==> src/rtl/core/sobm_pkg.sv <==
package sobm_pkg;

	localparam int PIX_W  = 8;
	localparam int POS_W  = 10;
	localparam int EDGE_W = 12;
	localparam int CFG_W  = 11;
	localparam int GRAD_W = 11;
	localparam int SQ_W   = 21;

	localparam logic [1:0] CFG_FRAME_WIDTH  = 2'd0;
	localparam logic [1:0] CFG_FRAME_HEIGHT = 2'd1;
	localparam logic [1:0] CFG_OUTPUT_MODE  = 2'd2;

	localparam logic MODE_MAGNITUDE = 1'b0;
	localparam logic MODE_DERIV_X   = 1'b1;

	typedef logic [PIX_W-1:0] pix_t;

	// [row][col], row 0 is the oldest line, col 0 the oldest column
	typedef pix_t [2:0][2:0] win_t;

	typedef struct packed {
		logic [POS_W-1:0] row;
		logic [POS_W-1:0] col;
		win_t             win;
	} job_t;

	typedef enum logic [2:0] {
		BK_IDLE,
		BK_SUM,
		BK_SQUARE,
		BK_ROOT,
		BK_DONE
	} back_state_t;

endpackage

==> src/rtl/core/sobm_back.sv <==
module sobm_back (
	input  logic                                clk,
	input  logic                                arst_n,
	input  logic                                output_mode,
	input  logic                                job_valid,
	input  sobm_pkg::job_t                      job,
	output logic                                pop,
	output logic                                out_valid,
	input  logic                                out_ready,
	output logic [sobm_pkg::POS_W-1:0]          center_row,
	output logic [sobm_pkg::POS_W-1:0]          center_col,
	output logic signed [sobm_pkg::EDGE_W-1:0]  edge_value
);

	localparam int GW = sobm_pkg::GRAD_W;
	localparam int QW = sobm_pkg::SQ_W;

	sobm_pkg::back_state_t state_q, state_d;

	sobm_pkg::win_t              win_q;
	logic signed [GW-1:0]        gx_q, gy_q, gx_d, gy_d;
	logic signed [2*GW-1:0]      sqx, sqy;
	logic [QW-1:0]               v_q, res_q, bit_q;
	logic [QW:0]                 trial;
	logic                        take;

	// grey levels widened so the kernel sums stay signed
	function automatic logic signed [GW-1:0] px(input sobm_pkg::pix_t p);
		px = GW'($signed({1'b0, p}));
	endfunction

	always_comb begin
		gx_d = (px(win_q[0][2]) + (px(win_q[1][2]) <<< 1) + px(win_q[2][2]))
		     - (px(win_q[0][0]) + (px(win_q[1][0]) <<< 1) + px(win_q[2][0]));
		gy_d = (px(win_q[2][0]) + (px(win_q[2][1]) <<< 1) + px(win_q[2][2]))
		     - (px(win_q[0][0]) + (px(win_q[0][1]) <<< 1) + px(win_q[0][2]));
		sqx  = gx_q * gx_q;
		sqy  = gy_q * gy_q;
		trial = {1'b0, res_q} + {1'b0, bit_q};
		take  = {1'b0, v_q} >= trial;
	end

	always_comb begin
		state_d = state_q;
		pop     = 1'b0;
		unique case (state_q)
			sobm_pkg::BK_IDLE: begin
				if (job_valid) begin
					pop     = 1'b1;
					state_d = sobm_pkg::BK_SUM;
				end
			end
			sobm_pkg::BK_SUM: begin
				state_d = (output_mode == sobm_pkg::MODE_DERIV_X) ?
				          sobm_pkg::BK_DONE : sobm_pkg::BK_SQUARE;
			end
			sobm_pkg::BK_SQUARE: state_d = sobm_pkg::BK_ROOT;
			sobm_pkg::BK_ROOT: begin
				if (bit_q[0])
					state_d = sobm_pkg::BK_DONE;
			end
			sobm_pkg::BK_DONE: begin
				if (out_ready)
					state_d = sobm_pkg::BK_IDLE;
			end
			default: state_d = sobm_pkg::BK_IDLE;
		endcase
	end

	always_ff @(posedge clk or negedge arst_n) begin
		if (!arst_n)
			state_q <= sobm_pkg::BK_IDLE;
		else
			state_q <= state_d;
	end

	always_ff @(posedge clk) begin
		unique case (state_q)
			sobm_pkg::BK_IDLE: begin
				if (job_valid) begin
					win_q      <= job.win;
					center_row <= job.row;
					center_col <= job.col;
				end
			end
			sobm_pkg::BK_SUM: begin
				gx_q       <= gx_d;
				gy_q       <= gy_d;
				edge_value <= sobm_pkg::EDGE_W'(gx_d);
			end
			sobm_pkg::BK_SQUARE: begin
				v_q   <= QW'(sqx) + QW'(sqy);
				res_q <= '0;
				bit_q <= QW'(1) << (QW - 1);
			end
			sobm_pkg::BK_ROOT: begin
				// one result bit per cycle, top down
				if (take) begin
					v_q   <= v_q - trial[QW-1:0];
					res_q <= (res_q >> 1) + bit_q;
				end else begin
					res_q <= res_q >> 1;
				end
				bit_q <= bit_q >> 2;
				if (bit_q[0])
					edge_value <= $signed({1'b0, take ? (res_q[GW:1] + bit_q[GW-1:0])
					                                 : res_q[GW:1]});
			end
			sobm_pkg::BK_DONE: ;
			default: ;
		endcase
	end

	assign out_valid = state_q == sobm_pkg::BK_DONE;

endmodule

==> config.mk <==
export PLATFORM = sky130hd
export DESIGN_NAME = sobm_back
export DESIGN_NICKNAME = d
export VERILOG_FILES = /design/src/rtl/core/sobm_pkg.sv /design/src/rtl/core/sobm_back.sv
export SDC_FILE = /design/constraint.sdc
export NUM_CORES = 1
export LEC_CHECK = 0
export ABC_AREA = 1
export BUFFER_PORTS_ARGS = -buffer_cell sky130_fd_sc_hd__buf_2
export CORE_MARGIN = 4
export CORE_UTILIZATION = 52
export CTS_CLUSTER_DIAMETER = 100
export DETAILED_ROUTE_END_ITERATION = 10
export MAX_ROUTING_LAYER = met4
export PLACE_DENSITY = 0.79
export SLEW_MARGIN = 20
export SYNTH_ARGS = -nofsm -noshare
export SYNTH_HDL_FRONTEND = slang
export SYNTH_SLANG_ARGS = --single-unit
==> constraint.sdc <==
create_clock -name clk -period 8.3 [get_ports clk]
set_clock_uncertainty 0.2 [all_clocks]
set_input_delay 0.83 -clock clk [delete_from_list [all_inputs] [get_ports clk]]
set_output_delay 0.83 -clock clk [all_outputs]
set_load 0.01 [all_outputs]
Yosys cells after proc, flatten, opt, wreduce, memory -nomap -nowiden

Cells that the tools add are included.
Widths: inputs -> output; s select.

Bits in registers: 184

Add/sub/neg operators: 15
Multiply operators: 2
$lt $le $gt $ge: 1
Equal/unequal tests: 8
Multiplexer cells: 15
Reduce and logical (&&, ||, !) cells: 7

Operator list:

| cell               | number |
|---|---|
| $pmux 21 s2        | 3 |
| $add 10x8->11      | 4 |
| $mul 11x11->21     | 2 |
| $mux 21            | 2 |
| $add 8x9->10       | 4 |
| $pmux 12 s2        | 1 |
| $add 21x21->22     | 1 |
| $ge 21x22->1       | 1 |
| $sub 11x11->11     | 2 |
| $add 20x21->21     | 1 |
| $add 21x21->21     | 1 |
| $sub 21x21->21     | 1 |
| $pmux 3 s5         | 1 |
| $mux 12            | 1 |
| $mux 3             | 4 |
| $add 11x11->11     | 1 |
| $mux 11            | 1 |
| $eq 3x2->1 const B | 2 |
| $ne 2x2->1 const B | 3 |
| $reduce_and 2->1   | 3 |
| $reduce_bool 2->1  | 2 |
| $eq 3x1->1 const B | 1 |
| $eq 3x3->1 const B | 1 |
| $logic_not 3->1    | 1 |
| other kinds (3)    | 4 |

Depth between registers and ports, before layout

Depth after elaboration: 5
Mapped depth: 31

Least setup slack after synthesis

Ideal clock, no wire load.

Kind: register -> register
From: reg gx_q[3]
To: reg v_q[14] (data pin)
Data arrival time: 5.886 ns
Setup slack: 1.956 ns
Cell stages (with the launch flop): 27
Path buffers: 1
Period minus slack after synthesis: 6.344 ns
Cells stage by stage: edfxtp_1 > clkbuf_1 > nand2_1 > fa_1 > inv_1 > fa_1 > inv_1 > fa_1 > fa_1 > inv_1 > fa_1 > fa_1 > inv_1 > fa_1 > inv_1 > ha_1 > nand2_1 > inv_1 > nand4_1 > nand3_1 > nand2_1 > nand2_1 > nand2_1 > nand2_1 > or2_2 > nand3_1 > nand2_1

Cells in the longest elaborated chain, start to end: 3

Ends and longest elaborated chain:

| what                   | line            | RTL |
|---|---|---|
| start, declared        | sobm_back.sv:21 | `logic signed [GW-1:0] gx_q, gy_q, gx_d, gy_d;` |
| start signal, assigned | sobm_back.sv:87 | `gx_q <= gx_d;` |
| $mul 11x11->21         | sobm_back.sv:37 | `sqx = gx_q * gx_q;` |
| $add 21x21->21         | sobm_back.sv:92 | `v_q <= QW'(sqx) + QW'(sqy);` |
| $pmux 21 s2            | sobm_back.sv:78 | `unique case (state_q)` |
| end signal, assigned   | sobm_back.sv:92 |  |
| end signal, assigned   | sobm_back.sv:99 | `v_q <= v_q - trial[QW-1:0];` |
| end, declared          | sobm_back.sv:23 | `logic [QW-1:0] v_q, res_q, bit_q;` |

Every way passes these cells.
A chain may end at the register's enable or synchronous reset.

Final worst setup path

From: reg gy_q[1]
To: reg v_q[14] (data pin)

Cells in the longest elaborated chain, start to end: 3

Ends and longest elaborated chain:

| what                   | line            | RTL |
|---|---|---|
| start, declared        | sobm_back.sv:21 |  |
| start signal, assigned | sobm_back.sv:88 | `gy_q <= gy_d;` |
| $mul 11x11->21         | sobm_back.sv:38 | `sqy = gy_q * gy_q;` |
| $add 21x21->21         | sobm_back.sv:92 |  |
| $pmux 21 s2            | sobm_back.sv:78 |  |

Every way passes these cells.

==> reports/qor.json <==
{
  "placed_cells_incl_taps": {"value": 2638},
  "detailroute.via_count": {"value": 14033},
  "synth-seq-area-share": {"value": 26.8, "unit": "%"},
  "path_class": {"value": "reg2reg"},
  "initial_antenna_violation_count": {"value": 1},
  "vias_per_cell": {"value": 5.25},
  "max_freq": {"value": 141, "unit": "MHz"},
  "synthCells": {"value": 2076},
  "timing.critical_path.required": {"value": 8290, "unit": "ps"},
  "hold_path.class": {"value": "in2reg"},
  "routed_wirelength_normalized_by_instance_count": {"value": 16.1, "unit": "µm"},
  "cpLargestDelayFamily": {"value": "adder cells"},
  "r2r_setup_slk": {"value": 1230, "unit": "ps"},
  "postRouteAntennaNets": {"value": 0},
  "post_synth_arst_share": {"value": 1.72, "unit": "%"},
  "timing.max_slew.rel_slack": {"value": 45.6, "unit": "%"},
  "worstSetupStartpointType": {"value": "flip-flop"},
  "floorplan.rows": {"value": 70},
  "postSynthAreaPerCell": {"value": 9.37, "unit": "µm²"},
  "path_max_fanout": {"value": 14},
  "finalWirelength": {"value": 43100, "unit": "µm"},
  "source_to_sink_clock_delay_at_the_later_pin_of_the_worst_skew_pair": {"value": 440, "unit": "ps"},
  "worst_path_largest_cell_delay": {"value": 860, "unit": "ps"},
  "buffers_inverters_on_critical_path": {"value": 6},
  "crit_arrival": {"value": 7060, "unit": "ps"},
  "clock_tree.buffer_depth": {"value": 2},
  "grt_start_max_net_pins": {"value": 68},
  "period_share": {"value": 85.2, "unit": "%"},
  "cap_violations": {"value": 0},
  "post_synth_instance_area": {"value": 0.0195, "unit": "mm²"},
  "post_route_cells_drive_above_1_share": {"value": 9.08, "unit": "%"},
  "fin_tns_setup": {"value": 0, "unit": "ps"},
  "timing.final.hold_violations": {"value": 0},
  "floorplan.initialDensity": {"value": 52.9, "unit": "%"},
  "core": {"value": 0.0368, "unit": "mm²"},
  "crit_path_end_kind": {"value": "flip-flop"},
  "post-cts-setup-buffer-count": {"value": 0},
  "drt_drc": {"value": 0},
  "ctsHtreeMaxLevel": {"value": 4},
  "yosysTopAreaCell": {"value": "fa_1"},
  "area_share_of_the_largest_cell_type_after_synthesis": {"value": 29.5, "unit": "%"},
  "area_growth": {"value": 8.90, "unit": "%"},
  "netlist_top_cells_area": {"value": "fa_1, edfxtp_1, inv_1"},
  "cts_tree": {"value": "done"},
  "number_of_sinks_driven_by_the_clock_tree": {"value": 174},
  "place.gp.congestion": {"value": 0.980},
  "detail_route.first_pass.iterations": {"value": 5},
  "postSynth.topFlopCell": {"value": "edfxtp_1"},
  "worst_hold_slack": {"value": 357, "unit": "ps"},
  "run_status": {"value": "complete, no violations"},
  "pin_count": {"value": 131},
  "dieHeight": {"value": 201, "unit": "µm"},
  "number_of_global_route_vias_before_repair": {"value": 15155},
  "die_w": {"value": 201, "unit": "µm"},
  "period_needed": {"value": 7070, "unit": "ps"},
  "clkSlewWorstSetupHoldPaths": {"value": 70, "unit": "ps"},
  "port_buffers": {"value": 122},
  "finalSetupViolations": {"value": 0},
  "ctsRootBufferMaster": {"value": "clkbuf_16"},
  "synth-warning-count": {"value": 0},
  "postSynthRegisterBits": {"value": 174},
  "gr-usage-all-layers": {"value": 22.7, "unit": "%"},
  "drtIter0Drc": {"value": 979},
  "cts_buffers": {"value": 17},
  "layout.filler_cells": {"value": 3026},
  "final_cell_mix": {"value": "inv_1, nand2_1, fa_1"},
  "slew_viol_final": {"value": 0},
  "place_hpwl": {"value": 35200, "unit": "µm"},
  "layout.cells.most_common": {"value": "inv_1"},
  "rsz0062_at_grt": {"value": "no"},
  "grt_pass1_wl": {"value": 72600, "unit": "µm"},
  "ys_types": {"value": 51},
  "synth-edff-count": {"value": 171},
  "global_route.overflow_total": {"value": 0},
  "slowest_stage": {"value": "edfxtp_1"},
  "postSynthNetCount": {"value": 2610},
  "overall_die_area": {"value": 0.0406, "unit": "mm²"},
  "num-nets-final": {"value": 2724},
  "max_slew.worst_pin.slew": {"value": 815, "unit": "ps"},
  "stdcell_count": {"value": 2672}
}
==> repair_timing <==
action	4_1_cts	5_1_grt
endpoints found under the setup margin	0	0
gates resized for setup	0	0
hold buffers	1	0
hold endpoints to repair	3	0
==> cells in the mapped netlist (3+ instances only) <==
cell and number:
nor3_1 12, or2_2 10, clkbuf_1 28, nand2_2 7
xnor2_1 29, o31ai_1 4, nor2_1 85, dfrtp_1 3
a21oi_2 4, ha_1 150, inv_1 549, o21ai_1 4
o21bai_1 9, xor2_1 56, nand4_1 28, nand3_1 45
a31oi_1 10, nor4_1 5, buf_2 4, a21o_1 11
nand3b_1 5, a21oi_1 80, edfxtp_1 171, nand2_1 377
fa_1 287, o21ai_0 68
==> final timing paths <==
kind,end,startpoint,depth (start not counted)
worst min register to register,bit_q[4],bit_q[6],2
min in group asynchronous,state_q[1],arst_n,2
worst max-delay path,v_q[14],gy_q[1],25
max in group asynchronous,state_q[0],arst_n,2
worst min-delay path,win_q[22],job[22],1
worst max register to register,v_q[14],gy_q[1],25
==> layout make-up <==
type | instances | area [µm²] | area share, %
Multi-Input combinational cell | 1312 | 12000 | 56.7
Sequential cell | 174 | 5210 | 24.6
Inverter | 553 | 2080 | 9.79
Timing Repair Buffer | 132 | 688 | 3.25
Tap cell | 468 | 586 | 2.76
Clock buffer | 18 | 429 | 2.03
Clock inverter | 14 | 178 | 0.838
Antenna cell | 1 | 2.50 | 0.0118
==> logic make-up (layout without fill, tap and decap cells) <==
group / after synthesis / after routing / share of synthesized area [%]
other: 0 / 1 / 0
buffers and inverters: 590 / 717 / 11.5
AOI/OAI and AO/OA: 204 / 204 / 5.95
and+or+nand+nor: 586 / 586 / 12.8
DFF: 174 / 174 / 26.8
xor gates and xnor gates: 85 / 85 / 3.83
adders and majority gates: 437 / 437 / 39.2
==> flip-flops by register name (all words and copies together), names as in the netlist <==
register    count
gy_q           11
edge_value     12
center_col     10
state_q         3
win_q          64
res_q          21
gx_q           11
bit_q          11
center_row     10
v_q            21
==> stage by stage <==
stage               setup WS (ps)  utilization (%)  cell area [µm²]
floorplan                    1960                -            19500
global placement             1310             55.9            20600
detailed placement           1220             55.9            20600
CTS                          1220             57.6            21200
global route                  740             57.6            21200
finish                       1230             57.6            21200
==> per-layer routing <==
layer	track usage, %	vias up	wire length, µm
met3	3.08	87	2760
met1	28.6	6831	17500
li1	-	6611	-
met5	-	-	0
met4	7.74	0	1380
met2	38.2	504	21500
Power is left out: the tool's default activity adds up to more than one toggle a clock period on the data nets, which glitch-free logic cannot reach.
