$ cat src/rtl/core/sobm_pkg.sv
package sobm_pkg;

	localparam int PIX_W  = 8;
	localparam int POS_W  = 10;
	localparam int EDGE_W = 12;
	localparam int CFG_W  = 11;
	localparam int GRAD_W = 11;
	localparam int SQ_W   = 21;

	localparam logic [1:0] CFG_FRAME_WIDTH  = 2'd0;
	localparam logic [1:0] CFG_FRAME_HEIGHT = 2'd1;
	localparam logic [1:0] CFG_OUTPUT_MODE  = 2'd2;

	localparam logic MODE_MAGNITUDE = 1'b0;
	localparam logic MODE_DERIV_X   = 1'b1;

	typedef logic [PIX_W-1:0] pix_t;

	// [row][col], row 0 is the oldest line, col 0 the oldest column
	typedef pix_t [2:0][2:0] win_t;

	typedef struct packed {
		logic [POS_W-1:0] row;
		logic [POS_W-1:0] col;
		win_t             win;
	} job_t;

	typedef enum logic [2:0] {
		BK_IDLE,
		BK_SUM,
		BK_SQUARE,
		BK_ROOT,
		BK_DONE
	} back_state_t;

endpackage

$ cat src/rtl/core/sobm_queue.sv
module sobm_queue (
	input  logic           clk,
	input  logic           arst_n,
	input  logic           push,
	input  sobm_pkg::job_t push_job,
	output logic           full,
	input  logic           pop,
	output logic           job_valid,
	output sobm_pkg::job_t job
);

	sobm_pkg::job_t mem_q [2];
	logic           wptr_q, rptr_q;
	logic [1:0]     count_q;

	assign full      = count_q == 2'd2;
	assign job_valid = count_q != 2'd0;
	assign job       = mem_q[rptr_q];

	always_ff @(posedge clk or negedge arst_n) begin
		if (!arst_n) begin
			wptr_q  <= 1'b0;
			rptr_q  <= 1'b0;
			count_q <= 2'd0;
		end else begin
			if (push)
				wptr_q <= !wptr_q;
			if (pop)
				rptr_q <= !rptr_q;
			if (push && !pop)
				count_q <= count_q + 2'd1;
			else if (pop && !push)
				count_q <= count_q - 2'd1;
		end
	end

	always_ff @(posedge clk) begin
		if (push)
			mem_q[wptr_q] <= push_job;
	end

endmodule

$ cat config.mk
export PLATFORM = sky130hd
export DESIGN_NAME = sobm_queue
export DESIGN_NICKNAME = d
export VERILOG_FILES = /design/src/rtl/core/sobm_pkg.sv /design/src/rtl/core/sobm_queue.sv
export SDC_FILE = /design/constraint.sdc
export NUM_CORES = 1
export LEC_CHECK = 0
export ABC_CLOCK_PERIOD_IN_PS = 4800
export CAP_MARGIN = 20
export CORE_MARGIN = 1
export CORE_UTILIZATION = 50
export CTS_CLUSTER_DIAMETER = 60
export DETAILED_ROUTE_END_ITERATION = 10
export DONT_BUFFER_PORTS = 1
export GPL_ROUTABILITY_DRIVEN = 0
export PLACE_DENSITY = 0.71
export SLEW_MARGIN = 25
export SYNTH_ARGS = -nofsm -noshare
export SYNTH_HDL_FRONTEND = slang
export SYNTH_SLANG_ARGS = --single-unit
$ cat constraint.sdc
create_clock -name clk -period 4.8 [get_ports clk]
set_clock_uncertainty 0.05 [all_clocks]
set_input_delay 0.72 -clock clk [delete_from_list [all_inputs] [get_ports clk]]
set_output_delay 0.72 -clock clk [all_outputs]
set_load 0.05 [all_outputs]
# Yosys cells after proc, flatten, opt, wreduce, memory -nomap -nowiden
# Memories as Yosys holds them, arrays and structs flattened.
# Index checks and enable logic that the tools add are counted.
# word_totals
ff_bits	4
mem_bits_rw	184
in_bits	96
output_inout_bits	94
word_cells	19
mem_count	1
# op_classes
add_sub_neg	2
n_eq_ne	1
mux	4
n_reduce_logical	8
# mem_list
name	depth	word_bits	rd	rd_ports_with_merged_regs	wr	line_no	rtl
mem_q	2	92	1	0	1	sobm_queue.sv:12	sobm_pkg::job_t mem_q [2];
# op_table
cell	count
1-bit zero test	4
2-bit 2-to-1 mux	2
2-bit nonzero test	2
2-bit by 1-bit adder with 2-bit output, second input constant	1
2-bit equality test, second input constant	1
1-bit logical AND	2
1-bit 2-to-1 mux	2
2-bit by 1-bit subtractor with 2-bit output, second input constant	1

# Depth between registers and ports, before layout
# Gate-level depths: netlist of the first run.
# depth
depth_word	4
depth_mapped	5

# Worst setup path before layout of the first run
# No wires, ideal clock.
# synth_timing
kind	input port to flip-flop
from	in push
to	mem mem_q[0][0] (netlist name), enable pin
arrival_ps	4730
required_time_ps	4196
slack_ps	-535
path_stages	1
n_path_buf	0
path_cell_list	nor2b_1
# synth_via
elab_chain_len	2
# synth_rtl
element	line_no	rtl
from (decl)	sobm_queue.sv:4	input logic push,
1-bit 2-to-1 mux	sobm_queue.sv:38	if (push)
1-bit 2-to-1 mux (implied by the code)	sobm_queue.sv:39	mem_q[wptr_q] <= push_job;
to (decl)	sobm_queue.sv:12	
# No other way between the ends.

==> results of run 1 <==
## placed cells by master (no fill, tap or decap)
| master | count |
|---|---|
| and2_4 | 1 |
| buf_12 | 2 |
| buf_4 | 3 |
| bufinv_16 | 3 |
| clkbuf_1 | 1 |
| clkbuf_16 | 17 |
| clkinvlp_4 | 5 |
| dfrtp_1 | 3 |
| dfrtp_4 | 1 |
| dlygate4sd3_1 | 1 |
| edfxtp_1 | 184 |
| ha_1 | 1 |
| inv_1 | 1 |
| inv_6 | 6 |
| mux2_2 | 22 |
| mux2_4 | 70 |
| nor2_1 | 1 |
| nor2b_1 | 1 |
| nor2b_4 | 1 |
| or2_2 | 1 |
| xnor2_1 | 1 |
| xor2_1 | 4 |
## metrics by stage
stage               hold slack [ps]  power (W)  utilization (%)
floorplan                       374    0.00450                -
global placement                375    0.00463             52.6
detailed placement              375    0.00467             52.7
CTS                             305    0.00609             57.2
global route                    317    0.00621             57.2
finish                          333    0.00602             57.2
## layer usage
layer | up-vias | track usage [%]
met5 | - | 0
met4 | 0 | 8.26
met3 | 15 | 7.47
met2 | 123 | 25.3
met1 | 1342 | 16.6
li1 | 1223 | -
## timing repair
item                                    in CTS  in global routing
hold buffers                                 1                  0
hold endpoints to repair                     4                  0
endpoints found under the setup margin       0                  0
## kinds of logic (layout without fill, tap and decap cells)
family | count (synthesis) | count (layout) | share of synthesized area (%)
flip-flops | 188 | 188 | 79.1
AND/OR/NAND/NOR | 5 | 5 | 0.405
adder cells (fa/ha/maj) | 1 | 1 | 0.176
XOR/XNOR | 5 | 5 | 0.616
multiplexers | 92 | 92 | 18.3
buffers and inverters | 11 | 39 | 1.41
## area by class of cell
cell class | instances | area [um2] | share of cell area [%]
clock buffers | 18 | 429 | 5.41
clock inverters | 14 | 180 | 2.27
inverters | 1 | 3.75 | 0.0473
multi-input cells | 103 | 1390 | 17.6
flip-flops and latches | 188 | 5630 | 71.0
well taps | 180 | 225 | 2.84
repair buffers | 6 | 72.6 | 0.915
## power by group through the flow
| stage | Combinational [W] | Sequential, W | Clock (W) |
|---|---|---|---|
| after floorplan | 0.00220 | 0.00230 | 0 |
| after global placement | 0.00220 | 0.00243 | 0 |
| after detailed placement | 0.00229 | 0.00238 | 0 |
| after CTS | 0.00230 | 0.00234 | 0.00145 |
| after global routing | 0.00234 | 0.00237 | 0.00150 |
| final | 0.00226 | 0.00234 | 0.00142 |
## flip-flops by register name, indices dropped and copies added (netlist names)
register  cells
wptr_q        1
mem_q       184
rptr_q        1
count_q       2
## final timing paths
| kind | startpoint | to | slack, ps | depth (start not counted) |
|---|---|---|---|---|
| worst min-delay path | pop | rptr_q$_DFFE_PN0P_ | 330 | 1 |
| worst max-delay path | rptr_q$_DFFE_PN0P_ | job[27] | 1750 | 3 |
| max in group asynchronous | arst_n | rptr_q$_DFFE_PN0P_ | 3950 | 1 |
| worst max register to register | wptr_q$_DFFE_PN0P_ | mem_q[1][77]$_DFFE_PP_ | 2710 | 2 |
| min in group asynchronous | arst_n | count_q[1]$_DFFE_PN0P_ | 530 | 1 |
| worst min register to register | count_q[1]$_DFFE_PN0P_ | count_q[1]$_DFFE_PN0P_ | 450 | 1 |
==> impl_metrics.json, run 1 <==
{
  "wl_met1_um": 3940,
  "fin_area_mm2": 0.00793,
  "clock_sinks": 188,
  "cp-end-kind": "output pin",
  "clockBufferDepth": 2,
  "cts_buffers": 17,
  "insertion_delay_ps": 420,
  "avgSynthCellArea_um2": 23.5,
  "cts-root-buf": "clkbuf_16",
  "maxCapViolCount": 0,
  "max_freq_ghz": 0.328,
  "cp.required_ps": 4030,
  "finalSetupViolCount": 0,
  "synth-seq-cells": 188,
  "dr.pass1.iters": 4,
  "synth-main-ff-cell": "edfxtp_1",
  "seqPwrFrac_pct": 38.8,
  "ys_top_cells_by_area": "edfxtp_1, mux2_4, mux2_2, dfrtp_1, buf_6",
  "clkTransAtPathRegs_ps": 60,
  "via_per_inst": 5.30,
  "tns_ps": 0,
  "finalCriticalPeriod_ps": 3050,
  "rsz0062_at_grt": "false",
  "synth_fp_nets": 399,
  "grt_max_degree": 65,
  "antenna_found_initial": 0,
  "overflow": 0,
  "drc_errors": 0,
  "synth_common_cells": "edfxtp_1, mux2_4, mux2_2",
  "report.final.slew_viol_count": 0,
  "ys_async_sr_fraction_pct": 2.13,
  "drive_gt1_share_pct": 40.0,
  "yosys_warnings": 0,
  "worst-path-buf-inv": 2,
  "ys_seq_area_share_pct": 79.1,
  "place_hpwl_um": 7150,
  "highest_layer": "met4",
  "p_sw_w": 0.00239,
  "p_per_area_mw_per_mm2": 758,
  "place_area_mm2": 0.00731,
  "outcome": "complete, no violations",
  "met3_length_um": 1160,
  "final.setup.worst_slack_ps": 1750,
  "initial_core_util_pct": 51.2,
  "htree_levels": 4,
  "synthToLayoutAreaGrowth_pct": 11.6,
  "stdcell_count": 510,
  "die_width_um": 121,
  "ctsResizeCount": 0,
  "num_antenna_cells": 0,
  "wire_per_inst_um": 21.4,
  "syn_inst": 302,
  "nNetsFinal": 414,
  "start_kind": "register",
  "die_area_mm2": 0.0147,
  "grt_use_total_pct": 15.5,
  "cts_setup_buffers": 0,
  "std_cell_rows": 43,
  "slowest_delay_ps": 800,
  "synth_top_area_share_pct": 77.7,
  "via_count": 2703,
  "p_int_w": 0.00363,
  "comb_power_share_pct": 37.6,
  "tightest_slew_ps": 987,
  "cp_common_cell": "buf_12",
  "hold_violations": 0,
  "place_ws_ps": 2170,
  "die_h_um": 121,
  "period_share_pct": 63.6,
  "p_leak_nw": 2.81,
  "port_buffers": 0,
  "maxSlewHeadroom_pct": 34.0,
  "crit_slowest_cell": "dfrtp_4",
  "routed_wl_um": 10900,
  "synth.most_common_cell": "edfxtp_1",
  "placedCellCount": 477,
  "synth_edf_count": 184,
  "grt_pass1_vias": 2871,
  "arrival_ps": 2280,
  "drt-initial-drc-count": 183,
  "design.core.area_mm2": 0.0139,
  "synth_cell_types": 15,
  "p_sw_share_pct": 39.7,
  "fillers": 1049,
  "synth_top_cell_by_area": "edfxtp_1",
  "grt_pass1_wl_um": 16000,
  "boundaryPins": 190,
  "ir_worst_vdd_mv": 0.408,
  "worstPathCellList": "buf_12, buf_12, mux2_4",
  "crit_family": "flip-flops",
  "criticalPathCategory": "reg2out",
  "p_clk_share_pct": 23.5,
  "ant_nets": 0,
  "syn_area_mm2": 0.00711,
  "min_path_type": "in2reg",
  "wl_met2_um": 5650,
  "cts_tree": "yes",
  "cp_max_fo": 36
}
No activity file was read; power rests on OpenSTA's default activity.
==> run 2: changes to the inputs <==
--- a/config.mk
+++ b/config.mk
@@ -5,7 +5,7 @@
 export SDC_FILE = /design/constraint.sdc
 export NUM_CORES = 1
 export LEC_CHECK = 0
-export ABC_CLOCK_PERIOD_IN_PS = 4800
+export ABC_CLOCK_PERIOD_IN_PS = 3100
 export CAP_MARGIN = 20
 export CORE_MARGIN = 1
 export CORE_UTILIZATION = 50
@@ -13,7 +13,7 @@
 export DETAILED_ROUTE_END_ITERATION = 10
 export DONT_BUFFER_PORTS = 1
 export GPL_ROUTABILITY_DRIVEN = 0
-export PLACE_DENSITY = 0.71
+export PLACE_DENSITY = 0.68
 export SLEW_MARGIN = 25
 export SYNTH_ARGS = -nofsm -noshare
 export SYNTH_HDL_FRONTEND = slang
==> constraint.sdc (replaced) <==
create_clock -name clk -period 3.1 [get_ports clk]
set_clock_uncertainty 0.05 [all_clocks]
set_input_delay 0.465 -clock clk [delete_from_list [all_inputs] [get_ports clk]]
set_output_delay 0.465 -clock clk [all_outputs]
set_load 0.05 [all_outputs]
==> run 2 against run 1 <==
Effect of this change: sequential share of layout area is 0.62 points higher; register-to-register slack worse by 1300 ps; flip-flop and latch count stayed put; final area is 0.87% lower; core utilization is 0.50 points lower; die area stayed put; first-iteration DRC count is 19% lower; setup slack worse by 1200 ps; critical path depth is 1 lower; clock-buffer cell count is 1 lower; clock power is 34% higher; largest cell class unchanged.
==> impl_metrics.json, run 2 (synthesis results as in run 1) <==
{
  "insertion_delay_ps": 410,
  "fillers": 1046,
  "synthToLayoutAreaGrowth_pct": 10.6,
  "drive_gt1_share_pct": 39.7,
  "rsz0062_at_grt": "false",
  "mostFrequentLayoutCell": "edfxtp_1",
  "maxCapViolCount": 0,
  "ir_worst_vdd_mv": 0.635,
  "p_int_w": 0.00537,
  "design.core.area_mm2": 0.0139,
  "grt_pass1_vias": 2787,
  "via_per_inst": 5.27,
  "die_area_mm2": 0.0147,
  "cts_buffers": 17,
  "cts_tree": "yes",
  "via_count": 2689,
  "dr.pass1.iters": 4,
  "clock_sinks": 188,
  "port_buffers": 0,
  "finalCriticalPeriod_ps": 2540,
  "finalSetupViolCount": 0,
  "nNetsFinal": 414,
  "cts_setup_buffers": 0,
  "p_sw_share_pct": 40.7,
  "power_w": 0.00905,
  "cts-root-buf": "clkbuf_16",
  "boundaryPins": 190,
  "arrival_ps": 2020,
  "p_clk_share_pct": 21.0,
  "grt_max_degree": 70,
  "maxSlewHeadroom_pct": 31.9,
  "tightest_slew_ps": 1020,
  "min_path_type": "in2reg",
  "report.final.slew_viol_count": 0,
  "htree_levels": 4,
  "cts-hold-fix-buffers": 1,
  "cp.required_ps": 2580,
  "comb_power_share_pct": 39.3,
  "initial_core_util_pct": 51.2,
  "clockBufferDepth": 2,
  "max_freq_ghz": 0.394,
  "p_sw_w": 0.00368,
  "layout_common_cells": "edfxtp_1, mux2_4, mux2_2, clkbuf_16, clkinv_4",
  "seqPwrFrac_pct": 39.7,
  "tns_ps": 0,
  "period_share_pct": 81.9,
  "criticalPathCategory": "reg2out",
  "clkTransAtPathRegs_ps": 60,
  "hold_violations": 0,
  "cp-end-kind": "output pin",
  "largest_register_ffs": 184,
  "wire_per_inst_um": 20.9,
  "grt_pass1_wl_um": 15400,
  "p_leak_nw": 2.78,
  "multi_input_area_mm2": 0.00139,
  "die_h_um": 121,
  "regMostFlops": "mem_q",
  "die_width_um": 121,
  "grt_use_total_pct": 14.8,
  "register_area_mm2": 0.00563,
  "p_per_area_mw_per_mm2": 1150,
  "routed_wl_um": 10700,
  "num_antenna_cells": 0,
  "reg_top3": "mem_q (184), count_q (2)",
  "ant_nets": 0,
  "place_hpwl_um": 6910,
  "antenna_found_initial": 0,
  "std_cell_rows": 43,
  "drt-initial-drc-count": 149,
  "outcome": "complete, no violations",
  "ctsResizeCount": 0,
  "start_kind": "register",
  "overflow": 0,
  "drc_errors": 0,
  "cp_max_fo": 36
}
run 2: through the flow:
step                      cells  area [um2]  hold slack [ps]  utilization (%)  setup WS (ps)
after global routing        510        7870             58.1             56.7            497
after global placement      477        7330              120             52.8           1010
after detailed placement    477        7330              120             52.8            991
after floorplan             302        7120              119                -           2.28
final                       510        7870             72.6             56.7            560
after CTS                   510        7870             51.9             56.7            529
run 2: layout make-up:
cell class,count,area share [%]
Sequential cell,188,71.6
Multi-Input combinational cell,103,17.7
Clock buffer,17,5.41
Tap cell,180,2.86
Clock inverter,15,1.30
Timing Repair Buffer,6,1.08
Inverter,1,0.0477
run 2: worst max-delay path: stages, from the launching register on:
cell and delay [ps]:
dfrtp_4 730, buf_12 310, mux2_2 500
run 2: final timing paths:
| kind | start | endpoint | slack, ps | depth (start not counted) |
|---|---|---|---|---|
| max in group asynchronous | arst_n | rptr_q$_DFFE_PN0P_ | 2520 | 1 |
| min reg2reg | count_q[1]$_DFFE_PN0P_ | count_q[1]$_DFFE_PN0P_ | 460 | 1 |
| min in group asynchronous | arst_n | rptr_q$_DFFE_PN0P_ | 270 | 1 |
| min | pop | rptr_q$_DFFE_PN0P_ | 70 | 1 |
| max | rptr_q$_DFFE_PN0P_ | job[83] | 560 | 2 |
| max reg2reg | wptr_q$_DFFE_PN0P_ | mem_q[1][41]$_DFFE_PP_ | 1420 | 2 |
run 2: layer usage:
| metal | GRT usage, % | up-vias | part of all wire, % |
|---|---|---|---|
| met4 | 7.64 | 0 | 1.8 |
| met2 | 22.9 | 136 | 48 |
| met1 | 15.6 | 1313 | 36 |
| met3 | 9.12 | 16 | 14 |
| li1 | - | 1224 | - |
| met5 | 0 | - | 0 |
run 2: power groups by stage:
stage	clock, W	sequential [W]	combinational (W)
finish	0.00190	0.00359	0.00356
global route	0.00205	0.00363	0.00368
CTS	0.00195	0.00360	0.00361
detailed placement	0	0.00365	0.00361
global placement	0	0.00363	0.00359
floorplan	0	0.00355	0.00341
==> run 3: changes to the inputs <==
--- a/config.mk
+++ b/config.mk
@@ -5,7 +5,7 @@
 export SDC_FILE = /design/constraint.sdc
 export NUM_CORES = 1
 export LEC_CHECK = 0
-export ABC_CLOCK_PERIOD_IN_PS = 3100
+export ABC_CLOCK_PERIOD_IN_PS = 2350
 export CAP_MARGIN = 20
 export CORE_MARGIN = 1
 export CORE_UTILIZATION = 50
==> constraint.sdc (replaced) <==
create_clock -name clk -period 2.35 [get_ports clk]
set_clock_uncertainty 0.05 [all_clocks]
set_input_delay 0.3525 -clock clk [delete_from_list [all_inputs] [get_ports clk]]
set_output_delay 0.3525 -clock clk [all_outputs]
set_load 0.05 [all_outputs]
==> run 3 against run 2 <==
Effect of this change: via count rose by 15%; total power rose by 37%; wire length rose by 10%; highest routed layer unchanged; critical endpoint unchanged.
==> impl_metrics.json, run 3 (synthesis results as in run 1) <==
{
  "maxSlewHeadroom_pct": 59.7,
  "synthToLayoutAreaGrowth_pct": 25.0,
  "max_freq_ghz": 0.447,
  "drive_gt1_share_pct": 30.7,
  "nNetsFinal": 510,
  "min_path_type": "in2async",
  "grt_max_degree": 89,
  "std_cell_rows": 43,
  "criticalPathCategory": "reg2out",
  "fin_util_pct": 64.0,
  "grt_use_total_pct": 16.8,
  "cp_max_fo": 28,
  "fillers": 942,
  "die_h_um": 121,
  "htree_levels": 4,
  "worstReg2RegStart": "wptr_q$_DFFE_PN0P_",
  "p_leak_nw": 3.21,
  "p_clk_share_pct": 22.4,
  "die_width_um": 121,
  "overflow": 0,
  "wire_per_inst_um": 19.4,
  "dr.pass1.iters": 4,
  "largest_register_ffs": 184,
  "via_per_inst": 5.09,
  "period_share_pct": 95.2,
  "rsz0062_at_grt": "false",
  "ctsResizeCount": 0,
  "r2r-end": "mem_q[0][25]$_DFFE_PP_",
  "clkTransAtPathRegs_ps": 60,
  "cts-hold-fix-buffers": 95,
  "final.setup.worst_slack_ps": 114,
  "start_kind": "register",
  "ir_worst_vdd_mv": 0.757,
  "report.final.slew_viol_count": 0,
  "cts-root-buf": "clkbuf_16",
  "drc_errors": 0,
  "slowest_delay_ps": 620,
  "comb_power_share_pct": 39.7,
  "drt-initial-drc-count": 246,
  "fin_area_mm2": 0.00889,
  "arrival_ps": 1830,
  "maxCapViolCount": 0,
  "finalSetupViolCount": 0,
  "cts_buffers": 17,
  "routed_wl_um": 11700,
  "ant_nets": 0,
  "hold_violations": 0,
  "layout_common_cells": "edfxtp_1, dlygate4sd3_1, mux2_4, mux2_2, clkbuf_16",
  "cts_setup_buffers": 0,
  "cts_tree": "yes",
  "mostFrequentLayoutCell": "edfxtp_1",
  "grt_pass1_wl_um": 17600,
  "seqPwrFrac_pct": 37.8,
  "boundaryPins": 190,
  "initial_core_util_pct": 51.2,
  "finalCriticalPeriod_ps": 2240,
  "grt_pass1_vias": 3307,
  "worstPathCellList": "buf_12, mux2_2",
  "antenna_found_initial": 2,
  "tightest_slew_ps": 605,
  "place_ws_ps": 541,
  "cp.required_ps": 1950,
  "power_w": 0.0124,
  "port_buffers": 0,
  "insertion_delay_ps": 420,
  "crit_slowest_cell": "dfrtp_4",
  "cp-end-kind": "output pin",
  "design.core.area_mm2": 0.0139,
  "rr_worst_depth": 2,
  "regMostFlops": "mem_q",
  "tns_ps": 0,
  "p_int_w": 0.00753,
  "reg2reg_slack_ps": 790,
  "p_sw_share_pct": 39.4,
  "clockBufferDepth": 2,
  "place_area_mm2": 0.00735,
  "outcome": "complete, no violations",
  "die_area_mm2": 0.0147,
  "p_sw_w": 0.00488,
  "reg_top3": "mem_q (184), count_q (2)",
  "p_per_area_mw_per_mm2": 1400,
  "clock_sinks": 188,
  "via_count": 3084
}
[run 3: cell count changes in the layout (fill, tap and decap cells not counted), moves of 2 or more]
cell,delta
dlygate4sd3_1,+94
bufinv_16,+3
clkinv_4,-5
diode_2,+2
clkinv_2,-2
[run 3: routing by layer]
layer  track usage [%]  share of wire (%)
met3              7.14                9.0
met5                 0                  0
met1              17.4                 36
met2              29.1                 53
met4              7.95                1.8
[run 3: worst max path at each step]
stage	startpoint	endpoint	cells past startpoint	slack, ps
finish	rptr_q$_DFFE_PN0P_	job[83]	2	110
global route	rptr_q$_DFFE_PN0P_	job[83]	2	50
CTS	rptr_q$_DFFE_PN0P_	job[83]	2	80
detailed placement	rptr_q$_DFFE_PN0P_	job[83]	2	540
global placement	rptr_q$_DFFE_PN0P_	job[83]	2	550
floorplan	wptr_q$_DFFE_PN0P_	mem_q[0][0]$_DFFE_PP_	1	90
[run 3: stage by stage]
step / hold slack (ps) / std cells
6_report: 152 / 606
5_1_grt: 143 / 605
4_1_cts: 130 / 604
3_5_place_dp: 7.12 / 479
3_3_place_gp: 7.11 / 479
2_1_floorplan: 6.91 / 302
[run 3: power by group through the flow]
| stage | sequential, W | combinational [W] | clock, W |
|---|---|---|---|
| after floorplan | 0.00466 | 0.00450 | 0 |
| after global placement | 0.00473 | 0.00480 | 0 |
| after detailed placement | 0.00477 | 0.00482 | 0 |
| after CTS | 0.00470 | 0.00498 | 0.00284 |
| after global routing | 0.00476 | 0.00510 | 0.00296 |
| final | 0.00470 | 0.00493 | 0.00278 |
[run 3: area by class of cell]
cell class / instances / area [um2] / share of cell area (%)
repair buffers: 102 / 1050 / 11.9
multi-input cells: 103 / 1390 / 15.7
inverters: 1 / 3.75 / 0.0422
diodes: 2 / 5.00 / 0.0563
well taps: 180 / 225 / 2.53
clock inverters: 12 / 148 / 1.66
flip-flops and latches: 188 / 5630 / 63.3
clock buffers: 18 / 429 / 4.83
[run 3: critical path: cells and delay by family (launching register included)]
family                 cells  cell delay (ps)
buffers and inverters      1              270
multiplexers               1              490
flip-flops                 1              620
